==> config.mk <==
export PLATFORM = sky130hd
export DESIGN_NAME = tree_object_entry_parser_top
export DESIGN_NICKNAME = d
export VERILOG_FILES = /design/src/hw/rtl/tope_pkg.sv /design/src/hw/rtl/tope_in_stage.sv /design/src/hw/rtl/tope_parse.sv /design/src/hw/rtl/tope_out_skid.sv /design/src/hw/rtl/tree_object_entry_parser_top.sv
export SDC_FILE = /design/constraint.sdc
export NUM_CORES = 1
export LEC_CHECK = 0
export BUFFER_PORTS_ARGS = -buffer_cell sky130_fd_sc_hd__buf_4
export CAP_MARGIN = 20
export CORE_MARGIN = 5
export CORE_UTILIZATION = 50
export CTS_CLUSTER_SIZE = 8
export DETAILED_ROUTE_END_ITERATION = 6
export GPL_TIMING_DRIVEN = 0
export MAX_ROUTING_LAYER = met4
export PLACE_DENSITY = 0.7
export REMOVE_ABC_BUFFERS = 1
export SKIP_CTS_REPAIR_TIMING = 1
export SLEW_MARGIN = 10
export SYNTH_ARGS = -nofsm -noshare
export SYNTH_HDL_FRONTEND = slang
export SYNTH_SLANG_ARGS = --single-unit
==> constraint.sdc <==
create_clock -name clk -period 9.55 [get_ports clk]
set_input_delay 0 -clock clk [delete_from_list [all_inputs] [get_ports clk]]
set_output_delay 0 -clock clk [all_outputs]
set_load 0.03 [all_outputs]
==> src/hw/rtl/tope_pkg.sv <==
package tope_pkg;

  // Sizing of the tree entry format
  localparam int HASH_BYTES = 20;
  localparam int MODE_BITS  = 24;
  localparam int HCW        = (HASH_BYTES > 1) ? $clog2(HASH_BYTES) : 1;

  // Output field widths
  localparam int MODE_OUT_W = 24;

  // ASCII characters the parser looks for
  localparam logic [7:0] CH_ZERO  = 8'h30;
  localparam logic [7:0] CH_SEVEN = 8'h37;
  localparam logic [7:0] CH_SPACE = 8'h20;
  localparam logic [7:0] CH_NUL   = 8'h00;
  localparam logic [7:0] CH_LOW_A = 8'h61;

  typedef enum logic [1:0] {
    KIND_NAME = 2'd0,
    KIND_HASH = 2'd1,
    KIND_ERR  = 2'd2
  } kind_t;

  typedef enum logic [1:0] {
    ERR_NONE       = 2'd0,
    ERR_LEAD_ZERO  = 2'd1,
    ERR_EXP_SPACE  = 2'd2,
    ERR_HASH_TRUNC = 2'd3
  } err_t;

  typedef enum logic [3:0] {
    PH_MODE = 4'b0001,
    PH_NAME = 4'b0010,
    PH_HASH = 4'b0100,
    PH_SKIP = 4'b1000
  } phase_t;

  // One input byte and its end-of-text mark
  typedef struct packed {
    logic [7:0] data_byte;
    logic       last_byte;
  } item_t;

  // One result
  typedef struct packed {
    kind_t                   kind;
    logic [7:0]              name_char;
    logic [15:0]             hex_pair;
    logic [MODE_OUT_W-1:0]   entry_mode;
    logic                    entry_done;
    err_t                    error_code;
    logic                    list_end;
  } res_t;

  // Lower-case ASCII hex digit of a nibble
  function automatic logic [7:0] hex_digit(input logic [3:0] nib);
    logic [7:0] n8;
    n8 = {4'd0, nib};
    return (nib < 4'd10) ? (CH_ZERO + n8) : (CH_LOW_A + n8 - 8'd10);
  endfunction

endpackage

==> src/hw/rtl/tope_in_stage.sv <==
module tope_in_stage import tope_pkg::*; (
  input  logic       clk,
  input  logic       rst_n,
  input  logic       in_valid,
  output logic       in_ready,
  input  logic [7:0] in_data_byte,
  input  logic       in_last_byte,
  input  logic       item_take,
  output logic       item_valid,
  output item_t      item
);

  logic  valid_r;
  item_t item_r;

  // Refill when empty or when the held request is consumed this cycle
  assign in_ready   = !valid_r || item_take;
  assign item_valid = valid_r;
  assign item       = item_r;

  always_ff @(posedge clk) begin
    if (!rst_n) begin
      valid_r <= 1'b0;
    end else if (in_ready) begin
      valid_r <= in_valid;
    end
  end

  always_ff @(posedge clk) begin
    if (in_valid && in_ready) begin
      item_r.data_byte <= in_data_byte;
      item_r.last_byte <= in_last_byte;
    end
  end

endmodule

==> src/hw/rtl/tope_parse.sv <==
module tope_parse import tope_pkg::*; (
  input  logic  clk,
  input  logic  rst_n,
  input  logic  cfg_we,
  input  logic  cfg_wdata,
  input  logic  item_valid,
  input  item_t item,
  input  logic  res_ready,
  output logic  item_take,
  output logic  res_valid,
  output res_t  res
);

  logic                 strict_r;
  phase_t               phase_r, phase_nxt;
  logic [MODE_BITS-1:0] mode_r, mode_nxt;
  logic                 start_r, start_nxt;
  logic [HCW-1:0]       hcnt_r, hcnt_nxt;

  logic [7:0]           b;
  logic                 last;
  logic                 is_digit;
  logic                 mode_ovf;
  logic [MODE_BITS-1:0] mode_acc;
  logic [HCW:0]         hash_n;
  logic                 hash_done;
  logic                 err;
  err_t                 err_code;
  logic                 restart;
  logic                 has_res;

  assign item_take = item_valid && res_ready;
  assign b         = item.data_byte;
  assign last      = item.last_byte;
  assign is_digit  = (b >= CH_ZERO) && (b <= CH_SEVEN);

  // mode * 8 + digit, saturating at all ones
  assign mode_ovf = |mode_r[MODE_BITS-1 -: 3];
  assign mode_acc = mode_ovf ? {MODE_BITS{1'b1}} : {mode_r[MODE_BITS-4:0], b[2:0]};

  assign hash_n    = {1'b0, hcnt_r} + (HCW+1)'(1);
  assign hash_done = hash_n >= (HCW+1)'(HASH_BYTES);

  // Per-byte decode
  always_comb begin
    phase_nxt = phase_r;
    mode_nxt  = mode_r;
    start_nxt = start_r;
    hcnt_nxt  = hcnt_r;
    err       = 1'b0;
    err_code  = ERR_NONE;
    restart   = 1'b0;
    has_res   = 1'b0;
    res       = '0;
    res.list_end = last;

    case (phase_r)
      PH_MODE: begin
        start_nxt = 1'b0;
        if (start_r && strict_r && (b == CH_ZERO)) begin
          err      = 1'b1;
          err_code = ERR_LEAD_ZERO;
        end else if (is_digit) begin
          mode_nxt = mode_acc;
          if (last) begin
            err      = 1'b1;
            err_code = ERR_EXP_SPACE;
          end
        end else if (b == CH_SPACE) begin
          if (last) begin
            err      = 1'b1;
            err_code = ERR_HASH_TRUNC;
          end else begin
            phase_nxt = PH_NAME;
          end
        end else begin
          err      = 1'b1;
          err_code = ERR_EXP_SPACE;
        end
      end
      PH_NAME: begin
        if (last) begin
          err      = 1'b1;
          err_code = ERR_HASH_TRUNC;
        end else if (b == CH_NUL) begin
          phase_nxt = PH_HASH;
          hcnt_nxt  = '0;
        end else begin
          has_res       = 1'b1;
          res.kind      = KIND_NAME;
          res.name_char = b;
        end
      end
      PH_HASH: begin
        if (!hash_done && last) begin
          err      = 1'b1;
          err_code = ERR_HASH_TRUNC;
        end else begin
          has_res      = 1'b1;
          res.kind     = KIND_HASH;
          res.hex_pair = {hex_digit(b[7:4]), hex_digit(b[3:0])};
          if (hash_done) begin
            res.entry_mode = MODE_OUT_W'(mode_r);
            res.entry_done = 1'b1;
            restart        = 1'b1;
          end else begin
            hcnt_nxt = hash_n[HCW-1:0];
          end
        end
      end
      PH_SKIP: begin
        restart = last;
      end
      default: begin
        restart = 1'b1;
      end
    endcase

    // Error result, then skip to the end of the text
    if (err) begin
      has_res        = 1'b1;
      res.kind       = KIND_ERR;
      res.error_code = err_code;
      if (last) begin
        restart = 1'b1;
      end else begin
        phase_nxt = PH_SKIP;
      end
    end

    if (restart) begin
      phase_nxt = PH_MODE;
      mode_nxt  = '0;
      start_nxt = 1'b1;
      hcnt_nxt  = '0;
    end
  end

  assign res_valid = item_take && has_res;

  // Configuration register
  always_ff @(posedge clk) begin
    if (!rst_n) begin
      strict_r <= 1'b0;
    end else if (cfg_we) begin
      strict_r <= cfg_wdata;
    end
  end

  // Parser state
  always_ff @(posedge clk) begin
    if (!rst_n) begin
      phase_r <= PH_MODE;
      mode_r  <= '0;
      start_r <= 1'b1;
      hcnt_r  <= '0;
    end else if (item_take) begin
      phase_r <= phase_nxt;
      mode_r  <= mode_nxt;
      start_r <= start_nxt;
      hcnt_r  <= hcnt_nxt;
    end
  end

endmodule

==> src/hw/rtl/tope_out_skid.sv <==
module tope_out_skid import tope_pkg::*; (
  input  logic clk,
  input  logic rst_n,
  input  logic up_valid,
  output logic up_ready,
  input  res_t up_res,
  output logic out_valid,
  input  logic out_ready,
  output res_t out_res
);

  logic main_valid_r, skid_valid_r;
  res_t main_r, skid_r;
  logic push, drain;

  // Upstream ready comes straight from a flop
  assign up_ready  = !skid_valid_r;
  assign push      = up_valid && up_ready;
  assign drain     = out_ready || !main_valid_r;
  assign out_valid = main_valid_r;
  assign out_res   = main_r;

  always_ff @(posedge clk) begin
    if (!rst_n) begin
      main_valid_r <= 1'b0;
      skid_valid_r <= 1'b0;
    end else if (drain) begin
      main_valid_r <= skid_valid_r || push;
      skid_valid_r <= 1'b0;
    end else if (push) begin
      skid_valid_r <= 1'b1;
    end
  end

  // Payload moves: skid to main first, else the new request; a push while stalled fills skid
  always_ff @(posedge clk) begin
    if (drain) begin
      if (skid_valid_r) begin
        main_r <= skid_r;
      end else if (push) begin
        main_r <= up_res;
      end
    end else if (push) begin
      skid_r <= up_res;
    end
  end

endmodule

==> src/hw/rtl/tree_object_entry_parser_top.sv <==
// Tree object entry parser.
// Input channel: one byte of tree text per request (in_data_byte), with
// in_last_byte marking the final byte. Output channel: at most one result
// per byte: a name character, a hash byte as two lower-case hex characters
// (the final hash byte of an entry also carries the mode and entry_done),
// or an error code. Unless final, mode digits, the space and the NUL give none.
// cfg_we/cfg_wdata set strict_check, which rejects modes with a leading '0';
// write it only while the block is idle.
// Path: an accepted byte lands in the input register; its result, if any,
// then moves into the output register, or into the skid slot while
// out_ready is low, once the output stage has room for it.
// Throughput: one byte per cycle while the output stage keeps up, set by the
// combinational decode between the input register and the output stage.
// When out_ready is low the output stage holds one result and one more in
// its skid slot; in_ready then drops, after the input register fills.
// Reset (rst_n low, synchronous) empties both stages, clears strict_check
// and puts the parser at the start of an entry in the mode field.
module tree_object_entry_parser_top import tope_pkg::*; (
  input  logic        clk,
  input  logic        rst_n,
  input  logic        in_valid,
  output logic        in_ready,
  input  logic [7:0]  in_data_byte,
  input  logic        in_last_byte,
  output logic        out_valid,
  input  logic        out_ready,
  output logic [1:0]  out_kind,
  output logic [7:0]  out_name_char,
  output logic [15:0] out_hex_pair,
  output logic [23:0] out_entry_mode,
  output logic        out_entry_done,
  output logic [1:0]  out_error_code,
  output logic        out_list_end,
  input  logic        cfg_we,
  input  logic        cfg_wdata
);

  logic  item_take, item_valid;
  item_t item;
  logic  res_valid, res_ready;
  res_t  res, out_res;

  tope_in_stage u_in (
    .clk          (clk),
    .rst_n        (rst_n),
    .in_valid     (in_valid),
    .in_ready     (in_ready),
    .in_data_byte (in_data_byte),
    .in_last_byte (in_last_byte),
    .item_take    (item_take),
    .item_valid   (item_valid),
    .item         (item)
  );

  tope_parse u_parse (
    .clk        (clk),
    .rst_n      (rst_n),
    .cfg_we     (cfg_we),
    .cfg_wdata  (cfg_wdata),
    .item_valid (item_valid),
    .item       (item),
    .res_ready  (res_ready),
    .item_take  (item_take),
    .res_valid  (res_valid),
    .res        (res)
  );

  tope_out_skid u_out (
    .clk       (clk),
    .rst_n     (rst_n),
    .up_valid  (res_valid),
    .up_ready  (res_ready),
    .up_res    (res),
    .out_valid (out_valid),
    .out_ready (out_ready),
    .out_res   (out_res)
  );

  assign out_kind       = out_res.kind;
  assign out_name_char  = out_res.name_char;
  assign out_hex_pair   = out_res.hex_pair;
  assign out_entry_mode = out_res.entry_mode;
  assign out_entry_done = out_res.entry_done;
  assign out_error_code = out_res.error_code;
  assign out_list_end   = out_res.list_end;

endmodule

* Word level (Yosys, flattened, before mapping) *
Index checks and enable logic that the tools add are counted.

cells by class
  add/sub/neg operators = 7
  $lt $le $gt $ge = 5
  eq/ne operators = 11
  multiplexer cells = 60
  bitwise gates (word level) = 2
  reduce and logical (&&, ||, !) cells = 28

operator list
  cell                                                                   number
  24-bit 2-to-1 mux                                                      5
  54-bit 2-to-1 mux                                                      2
  41-bit 2-to-1 mux                                                      2
  4-bit 2-to-1 mux                                                       9
  8-bit 2-to-1 mux                                                       4
  25-bit 2-to-1 mux                                                      1
  5-bit 2-to-1 mux                                                       5
  7-bit by 4-bit adder with 8-bit output, first input constant           2
  8-bit by 6-bit equality test with 1-bit output, second input constant  2
  1-bit 2-to-1 mux                                                       16
  2-bit 2-to-1 mux                                                       8
  8-bit by 4-bit subtractor with 8-bit output, second input constant     2
  6-bit by 4-bit adder with 7-bit output, first input constant           2
  10-bit 2-to-1 mux                                                      1
  5-bit one-hot mux with 2 select lines                                  1
  8-bit by 6-bit >= comparator with 1-bit output, second input constant  1
  8-bit by 6-bit <= comparator with 1-bit output, second input constant  1
  1-bit logical AND                                                      8
  8-bit logical NOT                                                      1
  4-bit < comparator, second input constant                              2
  4-bit one-hot mux with 2 select lines                                  1
  5-bit by 1-bit adder with 6-bit output, second input constant          1
  6-bit by 5-bit >= comparator with 1-bit output, second input constant  1
  3-bit by 2-bit != test with 1-bit output, second input constant        2
  other kinds (21)                                                       33

storage, ports and cells
  bits in registers = 155
  input bits = 15
  word-level logic and storage cells = 137

* Longest topological paths before layout *
Gate-level depths: netlist (run 1).

  depth after elaboration = 11
  depth in mapped cells = 9
  mapped depth without buffers = 8

* By module *
A second synthesis (run 1) with hierarchy kept.

second synthesis, totals
  cell total of the unflattened synthesis = 509
  area, all modules = 6806.5 sq um

by module, submodules not included
  module         instances  cells an instance  area each (sq um)  seq. area each (sq um)
  tope_out_skid  1          177                3988.8             3283.1
  tope_parse     1          318                2489.9             700.7
  tope_in_stage  1          14                 327.8              290.3

* Worst setup path after synthesis (run 1) *
Ideal clock, no wire load.

  path kind = reg2reg
  start = reg u_in.item_r (netlist bit u_in.item[8])
  end = reg u_out.main_r (netlist bit u_out.out_res[0]), enable pin
  setup time = 479 ps
  arrival time = 4209 ps
  path slack = 4862 ps
  cell stages (with the launch flop) = 7
  path buffers = 0
  clock period less this slack = 4688 ps
  cell sequence = edfxtp_1 -> nor3_1 -> and3_1 -> o21ai_0 -> o21ai_1 -> a211oi_1 -> a21oi_1

between the ends
  word-level cells in the longest chain between the ends = 10

ends and longest elaborated chain
  item                                                                    RTL line                            source
  start: declaration                                                      tope_in_stage.sv:14                 item_t item_r;
  8-bit by 6-bit >= comparator with 1-bit output (tied with other cells)  tope_parse.sv:35                    assign is_digit = (b >= CH_ZERO) && (b <= CH_SEVEN);
  1-bit logical AND / 1-bit 2-to-1 mux (equally long branches)            tope_parse.sv:35, tope_parse.sv:69
  1-bit 2-to-1 mux                                                        tope_parse.sv:63                    end else if (is_digit) begin
  1-bit 2-to-1 mux                                                        tope_parse.sv:60                    if (start_r && strict_r && (b == CH_ZERO)) begin
  1-bit one-hot mux with 3 select lines                                   tope_parse.sv:57                    case (phase_r)
  1-bit 2-to-1 mux *                                                      tope_parse.sv:120                   if (err) begin
  1-bit logical AND *                                                     tope_parse.sv:139                   assign res_valid = item_take && has_res;
  1-bit logical AND *                                                     tope_out_skid.sv:18                 assign push = up_valid && up_ready;
  2-bit nonzero test (no source line) *                                   n/a
  2-bit AND reduction (no source line) *                                  n/a
  end signal: assignment                                                  tope_out_skid.sv:39                 main_r <= skid_r;
  end signal: assignment                                                  tope_out_skid.sv:41                 main_r <= up_res;
  end: declaration                                                        tope_out_skid.sv:13                 res_t main_r, skid_r;

Every way passes the cells marked *; elsewhere a longest branch is shown, timed or not.
A chain may end at the register's enable or synchronous reset.

* Worst setup path after layout (run 1) *
  start = reg u_in.item_r (netlist bit u_in.item[4])
  end = reg u_out.skid_r[50] (netlist bit), enable pin

between the ends
  word-level cells in the longest chain between the ends = 9

ends and longest elaborated chain
  item                                                                    RTL line                            source
  8-bit by 6-bit >= comparator with 1-bit output (tied with other cells)  tope_parse.sv:35
  1-bit logical AND / 1-bit 2-to-1 mux (equally long branches)            tope_parse.sv:35, tope_parse.sv:69
  1-bit 2-to-1 mux                                                        tope_parse.sv:63
  1-bit 2-to-1 mux                                                        tope_parse.sv:60
  1-bit one-hot mux with 3 select lines                                   tope_parse.sv:57
  1-bit 2-to-1 mux *                                                      tope_parse.sv:120
  1-bit logical AND *                                                     tope_parse.sv:139
  1-bit logical AND *                                                     tope_out_skid.sv:18
  2-bit AND reduction (no source line) *                                  n/a
  end signal: assignment                                                  tope_out_skid.sv:44                 skid_r <= up_res;
  end: declaration                                                        tope_out_skid.sv:13

Marks and branches as above.

==> results of run 1 <==
per-layer routing:
metal / vias up / share of wire [%] / global-route usage [%]
met2: 83 / 51 / 28.6
met5: - / 0 / -
met1: 1959 / 44 / 22.5
met3: 11 / 4.0 / 3.92
met4: 0 / 1.3 / 6.30
li1: 1919 / - / -
power breakdown:
part           switching (µW)  internal, µW
clock                     244           390
combinational            52.0          32.3
sequential               10.1           716
placed cells by master, fill, tap and decap left out, drive strengths merged, types with 4 or more instances in the layout:
cell         instances
nor2b                5
dfxtp               38
edfxtp             113
and3                 6
nand3                7
nand2               30
buf                 74
and2                36
o31ai                8
nor3                 7
o2bb2ai             25
dlygate4sd3         13
ha                   6
a21oi               12
clkbuf              23
clkinv               6
nor2                42
mux2                42
o21ai               14
inv                 11
o22ai                4
per-stage QoR:
step | power (µW) | util [%] | hold WS [ns] | worst slack, ns | area [µm²]
global placement | 816 | 55.3 | 0.179 | 2.38 | 6930
finish | 1440 | 61.9 | -0.00396 | 6.12 | 7750
CTS | 1450 | 60.8 | -0.245 | 6.15 | 7610
detailed placement | 820 | 56.3 | 0.179 | 6.15 | 7040
floorplan | 787 | - | 0.0989 | 4.44 | 6200
global route | 1500 | 61.9 | 0.00203 | 5.84 | 7750
layout make-up:
type	instances	share of cell area (%)
inverters	11	0.533
repair buffers	87	9.53
flip-flops and latches	151	53.7
multi-input cells	287	26.2
clock buffers	23	5.91
well taps	172	2.78
clock inverters	9	1.36
state kept, by name, summed over array words and instances (netlist names):
name and cells:
u_parse.hcnt_r 5, u_out.out_res 52, u_out.out_valid 1, u_parse.mode_r 24, u_out.skid_r 52, u_out.skid_valid_r 1
u_in.item 9, u_parse.start_r 1, u_in.item_valid 1, u_parse.phase_r 4, u_parse.strict_r 1
kinds of logic (layout without fill, tap and decap cells):
family / Yosys count / count (layout) / share of synthesized area (%)
multiplexers: 44 / 44 / 7.79
adder cells (fa/ha/maj): 6 / 6 / 1.19
flip-flops: 151 / 151 / 65.7
AO/OA/AOI/OAI: 78 / 78 / 9.06
buffers and inverters: 36 / 130 / 2.69
XOR/XNOR: 3 / 3 / 0.415
AND/OR/NAND/NOR: 154 / 154 / 13.2
other: 1 / 2 / 0.0593
worst paths after layout:
check / startpoint / end / slack [ns] / cells after the start
worst max-delay path: u_in.item[4] / u_out.skid_r[50] / 6.12 / 7
worst min-delay path: out_ready / u_out.skid_valid_r / -0.004 / 4
worst max register to register: u_in.item[4] / u_out.skid_r[50] / 6.12 / 7
worst min register to register: u_parse.start_r / u_parse.start_r / 0.46 / 1
worst min-delay path, stage by stage:
cell	delay, ns
buf_4	0.07
inv_1	0.06
nand2_1	0.16
nor3_1	0.07
==> flow_metrics.tcl, run 1 <==
set metrics [dict create \
    status "complete, but fails checks" \
    failed_checks "hold timing" \
    first_pass_iters 5 \
    cts_sinks 151 \
    wl_per_cell_um 16.7 \
    hold_violations 1 \
    synthCells 473 \
    cts_tree "done" \
    rows 41 \
    cap_violations 0 \
    fillers 997 \
    stdcell_count 740 \
    grt_max_degree 68 \
    num-nets-final 576 \
    ios 71 \
    synthMostInstantiatedCell "edfxtp_1" \
    cts_inserted_buffers 17 \
    whs_ns -0.00396 \
    synth_top_cell_area_share_pct 53.6 \
    die-area_um2 15000 \
    startpoint_type "flop" \
    yosysSeqAreaShare_pct 65.7 \
    synthToLayoutAreaGrowth_pct 22.4 \
    ys_top_cells_by_count "edfxtp_1, mux2_2, nor2_1" \
    synth.distinct_cells 47 \
    drt_iter0_drc 292 \
    worstPathMaxFanout 30 \
    portBuffers 68 \
    crit_chain "nor3_1 > and3_1 > o21ai_0 > o21ai_1 > a21oi_1 > nor2_4 > buf_12" \
    grt_pass1_vias 3966 \
    ctsHtreeMaxLevel 4 \
    crit_type "flop to flop" \
    finalClockSkew_ns 0.0115 \
    fin_crit_ns 3.43 \
    max_slew_margin_pct 38.4 \
    crit_family "simple AND/OR/NAND/NOR gates" \
    route.detailed.drc 0 \
    slowest_delay_ns 0.79 \
    hold_class "primary input to flop" \
    initial_utilization_pct 50.5 \
    drive_gt1_share_pct 27.8 \
    p_leak_uw 0.00295 \
    grt-ovfl-total 0 \
    path_buf_inv 1 \
    dieHeight_um 122 \
    fin_crit_sh_pct 35.9 \
    clkSlewWorstSetupHoldPaths_ns 0.06 \
    synthTopCellsByArea "edfxtp_1, dfxtp_1, mux2_2" \
    regArea_um2 4160 \
    grt_pass1_wl_um 20100 \
    fp.coreArea_um2 12500 \
    max_freq_mhz 291 \
    synth_enable_flop_cells 113 \
    vias 3972 \
    gp_congestion 0.857 \
    synthArstFlopShare_pct 0 \
    avgSynthCellArea_um2 13.4 \
    yosysWarningCount 0 \
    syn_area_um2 6330 \
    multiInputGateArea_um2 2030 \
    dp.cells 694 \
    crit_slowest_cell "nor3_1" \
    power_density_nw_per_um2 186 \
    insertion_delay_ns 0.41 \
    rsz0062_at_grt "no" \
    ir_drop_uv 94.5 \
    antenna_found_initial 0 \
    dpl.hpwl_um 8020 \
    antenna_cells 0 \
    setup_viol 0 \
    track_usage_pct 17.8 \
    chipWidth_um 122 \
    ys_seq_elements 151 \
    clock_path_buffers 2 \
    drv_slew 0 \
    cp_data_arrival_time_ns 3.53 \
    synth_area_leader_cell "edfxtp_1" \
    endpoint_kind "flop" \
    crit_required_ns 9.65 \
    totalWireLength_um 12300 \
    finalSetupTns_ns 0 \
    vias_per_cell 5.37 \
    antenna_left 0 \
    tightestPinTransition_ns 0.917 \
    synth_ff_type "edfxtp_1" \
    clock-root-buffer "clkbuf_16" \
]
(Power assumes the default switching activity.)
==> run 2, diff against run 1 <==
- ABC_AREA: default -> 1
- clock period: 9.55 -> 3.45 ns (I/O delays scaled with it)
==> flow_metrics.tcl, run 2 <==
set metrics [dict create \
    synthToLayoutAreaGrowth_pct 20.9 \
    rsz0062_at_grt "no" \
    crit_family "simple AND/OR/NAND/NOR gates" \
    tightestPinTransition_ns 1.13 \
    synthCells 685 \
    vias_per_cell 4.89 \
    antenna_left 0 \
    multiInputGateArea_um2 2060 \
    final_common_cell "nand2_1" \
    r2r_end "u_out.out_res[22]" \
    power_uw 4040 \
    fin_util_pct 61.0 \
    synth.distinct_cells 40 \
    crit_required_ns 3.56 \
    avgSynthCellArea_um2 9.67 \
    chipWidth_um 125 \
    rrSetupSlack_ns 0.43 \
    startpoint_type "flop" \
    cp_data_arrival_time_ns 3.13 \
    finalSetupTns_ns 0 \
    hp-start "in_last_byte" \
    yosysSeqAreaShare_pct 62.7 \
    drt_iter0_drc 432 \
    whs_endpoint "u_in.item[0]" \
    crit_type "flop to flop" \
    grt_pass1_vias 4680 \
    status "finished, final reports clean" \
    worstPathMaxFanout 35 \
    slowest_delay_ns 0.43 \
    path_common_cell "nand2_1" \
    portBuffers 68 \
    cap_violations 0 \
    clock-root-buffer "clkbuf_16" \
    totalWireLength_um 13100 \
    p_leak_uw 0.00334 \
    max_slew_margin_pct 25.0 \
    hold_depth 2 \
    ys_top_cells_by_count "nand2_1, edfxtp_1, nor2_1" \
    insertion_delay_ns 0.43 \
    cts_sinks 151 \
    drv_slew 0 \
    synthTopCellsByArea "edfxtp_1, nand2_1, dfxtp_1" \
    path_buf_inv 2 \
    ctsHtreeMaxLevel 4 \
    synth_enable_flop_cells 113 \
    clock_path_buffers 2 \
    rr_startpoint "u_parse.hcnt_r[0]" \
    fin_crit_ns 3.02 \
    power_density_nw_per_um2 504 \
    vias 4658 \
    track_usage_pct 17.8 \
    cts_tree "done" \
    fillers 1089 \
    synth_ff_type "edfxtp_1" \
    fp.coreArea_um2 13100 \
    drive_gt1_share_pct 18.0 \
    crit_slowest_cell "dfxtp_1" \
    die-area_um2 15700 \
    yosysWarningCount 0 \
    endpoint_kind "flop" \
    num-nets-final 784 \
    hold_class "primary input to flop" \
    grt_max_degree 50 \
    layout_common_cells "nand2_1, edfxtp_1, buf_4" \
    cts_inserted_buffers 17 \
    reg2regPathDepth 12 \
    ys_seq_elements 151 \
    rows 42 \
    hold_violations 0 \
    first_pass_iters 5 \
    regArea_um2 4160 \
    ios 71 \
    crit_chain "ha_1 > nand3_1 > xor2_1 > nand2_1 > nand3_1 > nand2_1 > nand2_1 > nand2_1 > nand3_1 > nand2_1 > inv_2 > buf_12" \
    synth_area_leader_cell "edfxtp_1" \
    syn_area_um2 6630 \
    clkSlewWorstSetupHoldPaths_ns 0.06 \
    synthArstFlopShare_pct 0 \
    initial_utilization_pct 50.4 \
    wl_per_cell_um 13.7 \
    whs_ns 0.292 \
    synth_top_cell_area_share_pct 51.2 \
    setup_viol 0 \
    gp_congestion 0.850 \
    max_freq_mhz 331 \
    synthMostInstantiatedCell "nand2_1" \
    grt_pass1_wl_um 21900 \
    ir_drop_uv 225 \
    dpl.hpwl_um 8350 \
    antenna_cells 0 \
    route.detailed.drc 0 \
    fin_crit_sh_pct 87.5 \
    finalClockSkew_ns 0.0139 \
    grt-ovfl-total 0 \
    antenna_found_initial 0 \
    dieHeight_um 125 \
]
-- run 2: cells by family after synthesis --
family,share of synthesized area (%)
buffers and inverters,6.52
flip-flops,62.7
adder cells (fa/ha/maj),1.13
XOR/XNOR,0.264
AO/OA/AOI/OAI,4.59
AND/OR/NAND/NOR,24.7
other,0.0566
-- run 2: layout make-up --
cell class / instances / area share, %
tap: 176 / 2.75
inverter: 68 / 3.22
multi-input combinational: 438 / 25.7
clock inverter: 6 / 0.422
clock buffer: 26 / 6.66
timing repair buffer: 87 / 9.36
sequential: 151 / 51.9
-- run 2: how the worst max path moves through the flow --
stage               slack, ns          startpoint  depth (start not counted)           endpoint
floorplan               -1.51  u_out.skid_valid_r                          5    u_out.skid_r[0]
global placement        -3.57  u_out.skid_valid_r                          5   u_out.skid_r[13]
detailed placement       0.10  u_out.skid_valid_r                          7  u_parse.mode_r[7]
CTS                      0.06  u_out.skid_valid_r                          7  u_parse.mode_r[7]
global route             0.08   u_parse.hcnt_r[0]                         12  u_out.out_res[22]
finish                   0.43   u_parse.hcnt_r[0]                         12  u_out.out_res[22]
-- run 2: worst register-to-register path: stages (launching register included) --
cell and delay [ns]:
dfxtp_1 0.43, ha_1 0.22, nand3_1 0.10, xor2_1 0.18, nand2_1 0.12, nand3_1 0.10, nand2_1 0.38, nand2_1 0.17
nand2_1 0.11, nand3_1 0.17, nand2_1 0.08, inv_2 0.34, buf_12 0.28
-- run 2: through the flow --
step           worst slack [ns]  std cells  instance area [µm²]
2_1_floorplan             -1.51        657                 6450
3_5_place_dp              0.104        906                 7300
5_1_grt                  0.0768        952                 8010
6_report                  0.431        952                 8010
4_1_cts                  0.0649        938                 7870
3_3_place_gp              -3.57        901                 7180
-- run 2: per-layer routing --
metal  vias to the layer above  global-route usage, %  part of all wire, %
li1                       2361                      -                    -
met1                      2168                   21.2                   44
met2                       108                   28.5                   49
met3                        21                   5.76                  5.1
met4                         0                   6.31                  1.8
met5                         -                      -                    0
-- run 2: report_power, final --
group / total, µW / switching (µW) / internal, µW
sequential: 2020 / 24.5 / 1990
clock: 1740 / 681 / 1060
combinational: 274 / 181 / 92.7
total: 4040 / 887 / 3150
==> run 3, diff against run 2 <==
- ABC_AREA: 1 -> 0
- SLEW_MARGIN: 10 -> default
==> flow_metrics.tcl, run 3 (synthesized netlist as in run 1, its figures left out) <==
set metrics [dict create \
    p_leak_uw 0.00297 \
    fin_crit_sh_pct 92.6 \
    grt_max_degree 46 \
    clock_path_buffers 2 \
    die-area_um2 15000 \
    final_area_um2 7810 \
    initial_utilization_pct 50.5 \
    max_slew_margin_pct 30.6 \
    clock-root-buffer "clkbuf_16" \
    vias 4108 \
    rsz0062_at_grt "no" \
    placed_area_um2 7030 \
    crit_required_ns 3.50 \
    grt_pass1_vias 4009 \
    status "finished, final reports clean" \
    fp.coreArea_um2 12500 \
    crit_slowest_cell "nor4_2" \
    gp_congestion 0.857 \
    clkSlewWorstSetupHoldPaths_ns 0.06 \
    drv_slew 0 \
    chipWidth_um 122 \
    multiInputGateArea_um2 2060 \
    final_common_cell "edfxtp_1" \
    max_freq_mhz 313 \
    hold_class "primary input to flop" \
    grt-ovfl-total 0 \
    setup_viol 0 \
    portBuffers 68 \
    rr_startpoint "u_in.item[0]" \
    vias_per_cell 5.53 \
    track_usage_pct 17.8 \
    reg2regPathDepth 5 \
    startpoint_type "flop" \
    wl_per_cell_um 17.2 \
    num-nets-final 579 \
    dpl.hpwl_um 7980 \
    layout_common_cells "edfxtp_1, buf_4, mux2_2" \
    endpoint_kind "flop" \
    dp.cells 693 \
    cp_data_arrival_time_ns 3.24 \
    crit_type "flop to flop" \
    antenna_cells 0 \
    ios 71 \
    finalClockSkew_ns 0.0101 \
    fin_crit_ns 3.19 \
    regArea_um2 4160 \
    cts_inserted_buffers 17 \
    critical_path_cell_count 5 \
    worstPathMaxFanout 14 \
    synthToLayoutAreaGrowth_pct 23.4 \
    fin_util_pct 62.4 \
    cts_sinks 151 \
    crit_family "compound AO/OA/AOI/OAI gates" \
    insertion_delay_ns 0.41 \
    slowest_delay_ns 0.92 \
    rows 41 \
    crit_chain "nor4_2 > a21oi_1 > a211oi_1 > a211oi_2 > a21oi_2" \
    fillers 1006 \
    power_uw 4140 \
    hp-start "out_ready" \
    dieHeight_um 122 \
    drive_gt1_share_pct 28.2 \
    hold_violations 0 \
    cts_tree "done" \
    hold_depth 4 \
    antenna_left 0 \
    antenna_found_initial 0 \
    first_pass_iters 5 \
    totalWireLength_um 12800 \
    cap_violations 0 \
    stdcell_count 743 \
    ir_drop_uv 267 \
    power_density_nw_per_um2 530 \
    grt_pass1_wl_um 20100 \
    drt_iter0_drc 275 \
    path_buf_inv 0 \
    route.detailed.drc 0 \
    ctsHtreeMaxLevel 4 \
    tightestPinTransition_ns 1.03 \
    worstSetupStartpoint "u_in.item[0]" \
    finalSetupTns_ns 0 \
]
## run 3: cell count changes in the layout (fill, tap and decap cells not counted), sizes merged, moves of 24 or more
cell     previous run  this run
nand2             251        30
inv                67        11
mux2                0        42
and2                0        36
nand3              42         7
nor2               71        43
o2bb2ai             0        25
a21oi              37        13
## run 3: worst reg2reg max path: stages (launching register included)
cell and delay, ns:
edfxtp_1 0.60, nor4_2 0.93, a21oi_1 0.15, a211oi_1 0.37, a211oi_2 0.18, a21oi_2 0.59
## run 3: path summary, 6_finish.rpt
kind	endpoint	slack, ns
worst max-delay path	u_out.out_res[26]	0.26
worst max register to register	u_out.out_res[26]	0.26
worst min-delay path	u_out.skid_valid_r	0.12
worst min register to register	u_parse.start_r	0.47
## run 3: routing by layer
metal | vias up | track usage (%) | share of wire [%]
met2 | 106 | 28.2 | 50
met1 | 2051 | 22.5 | 44
met3 | 17 | 3.73 | 4.6
met5 | - | - | 0
met4 | 0 | 7.63 | 1.8
li1 | 1934 | - | -
## run 3: power breakdown
group | total [µW] | internal (µW) | switching [µW] | leakage (µW)
combinational | 236 | 87.2 | 149 | 0.00122
clock | 1890 | 1200 | 689 | 0.000287
sequential | 2010 | 1980 | 28.3 | 0.00146
## run 3: per-stage QoR
step / hold slack, ns / setup WS (ns)
after floorplan: 0.0989 / -1.66
after global placement: 0.179 / -3.72
after detailed placement: 0.181 / -0.0709
after CTS: -0.248 / -0.0938
after global routing: 0.152 / 0.0350
final: 0.118 / 0.255
## run 3: cell type report
cell class                      count  area share, %
Sequential cell                   151           53.2
Multi-Input combinational cell    289           26.3
Timing Repair Buffer               88           9.50
Clock buffer                       22           5.69
Tap cell                          172           2.76
Clock inverter                     10           1.97
Inverter                           11          0.529
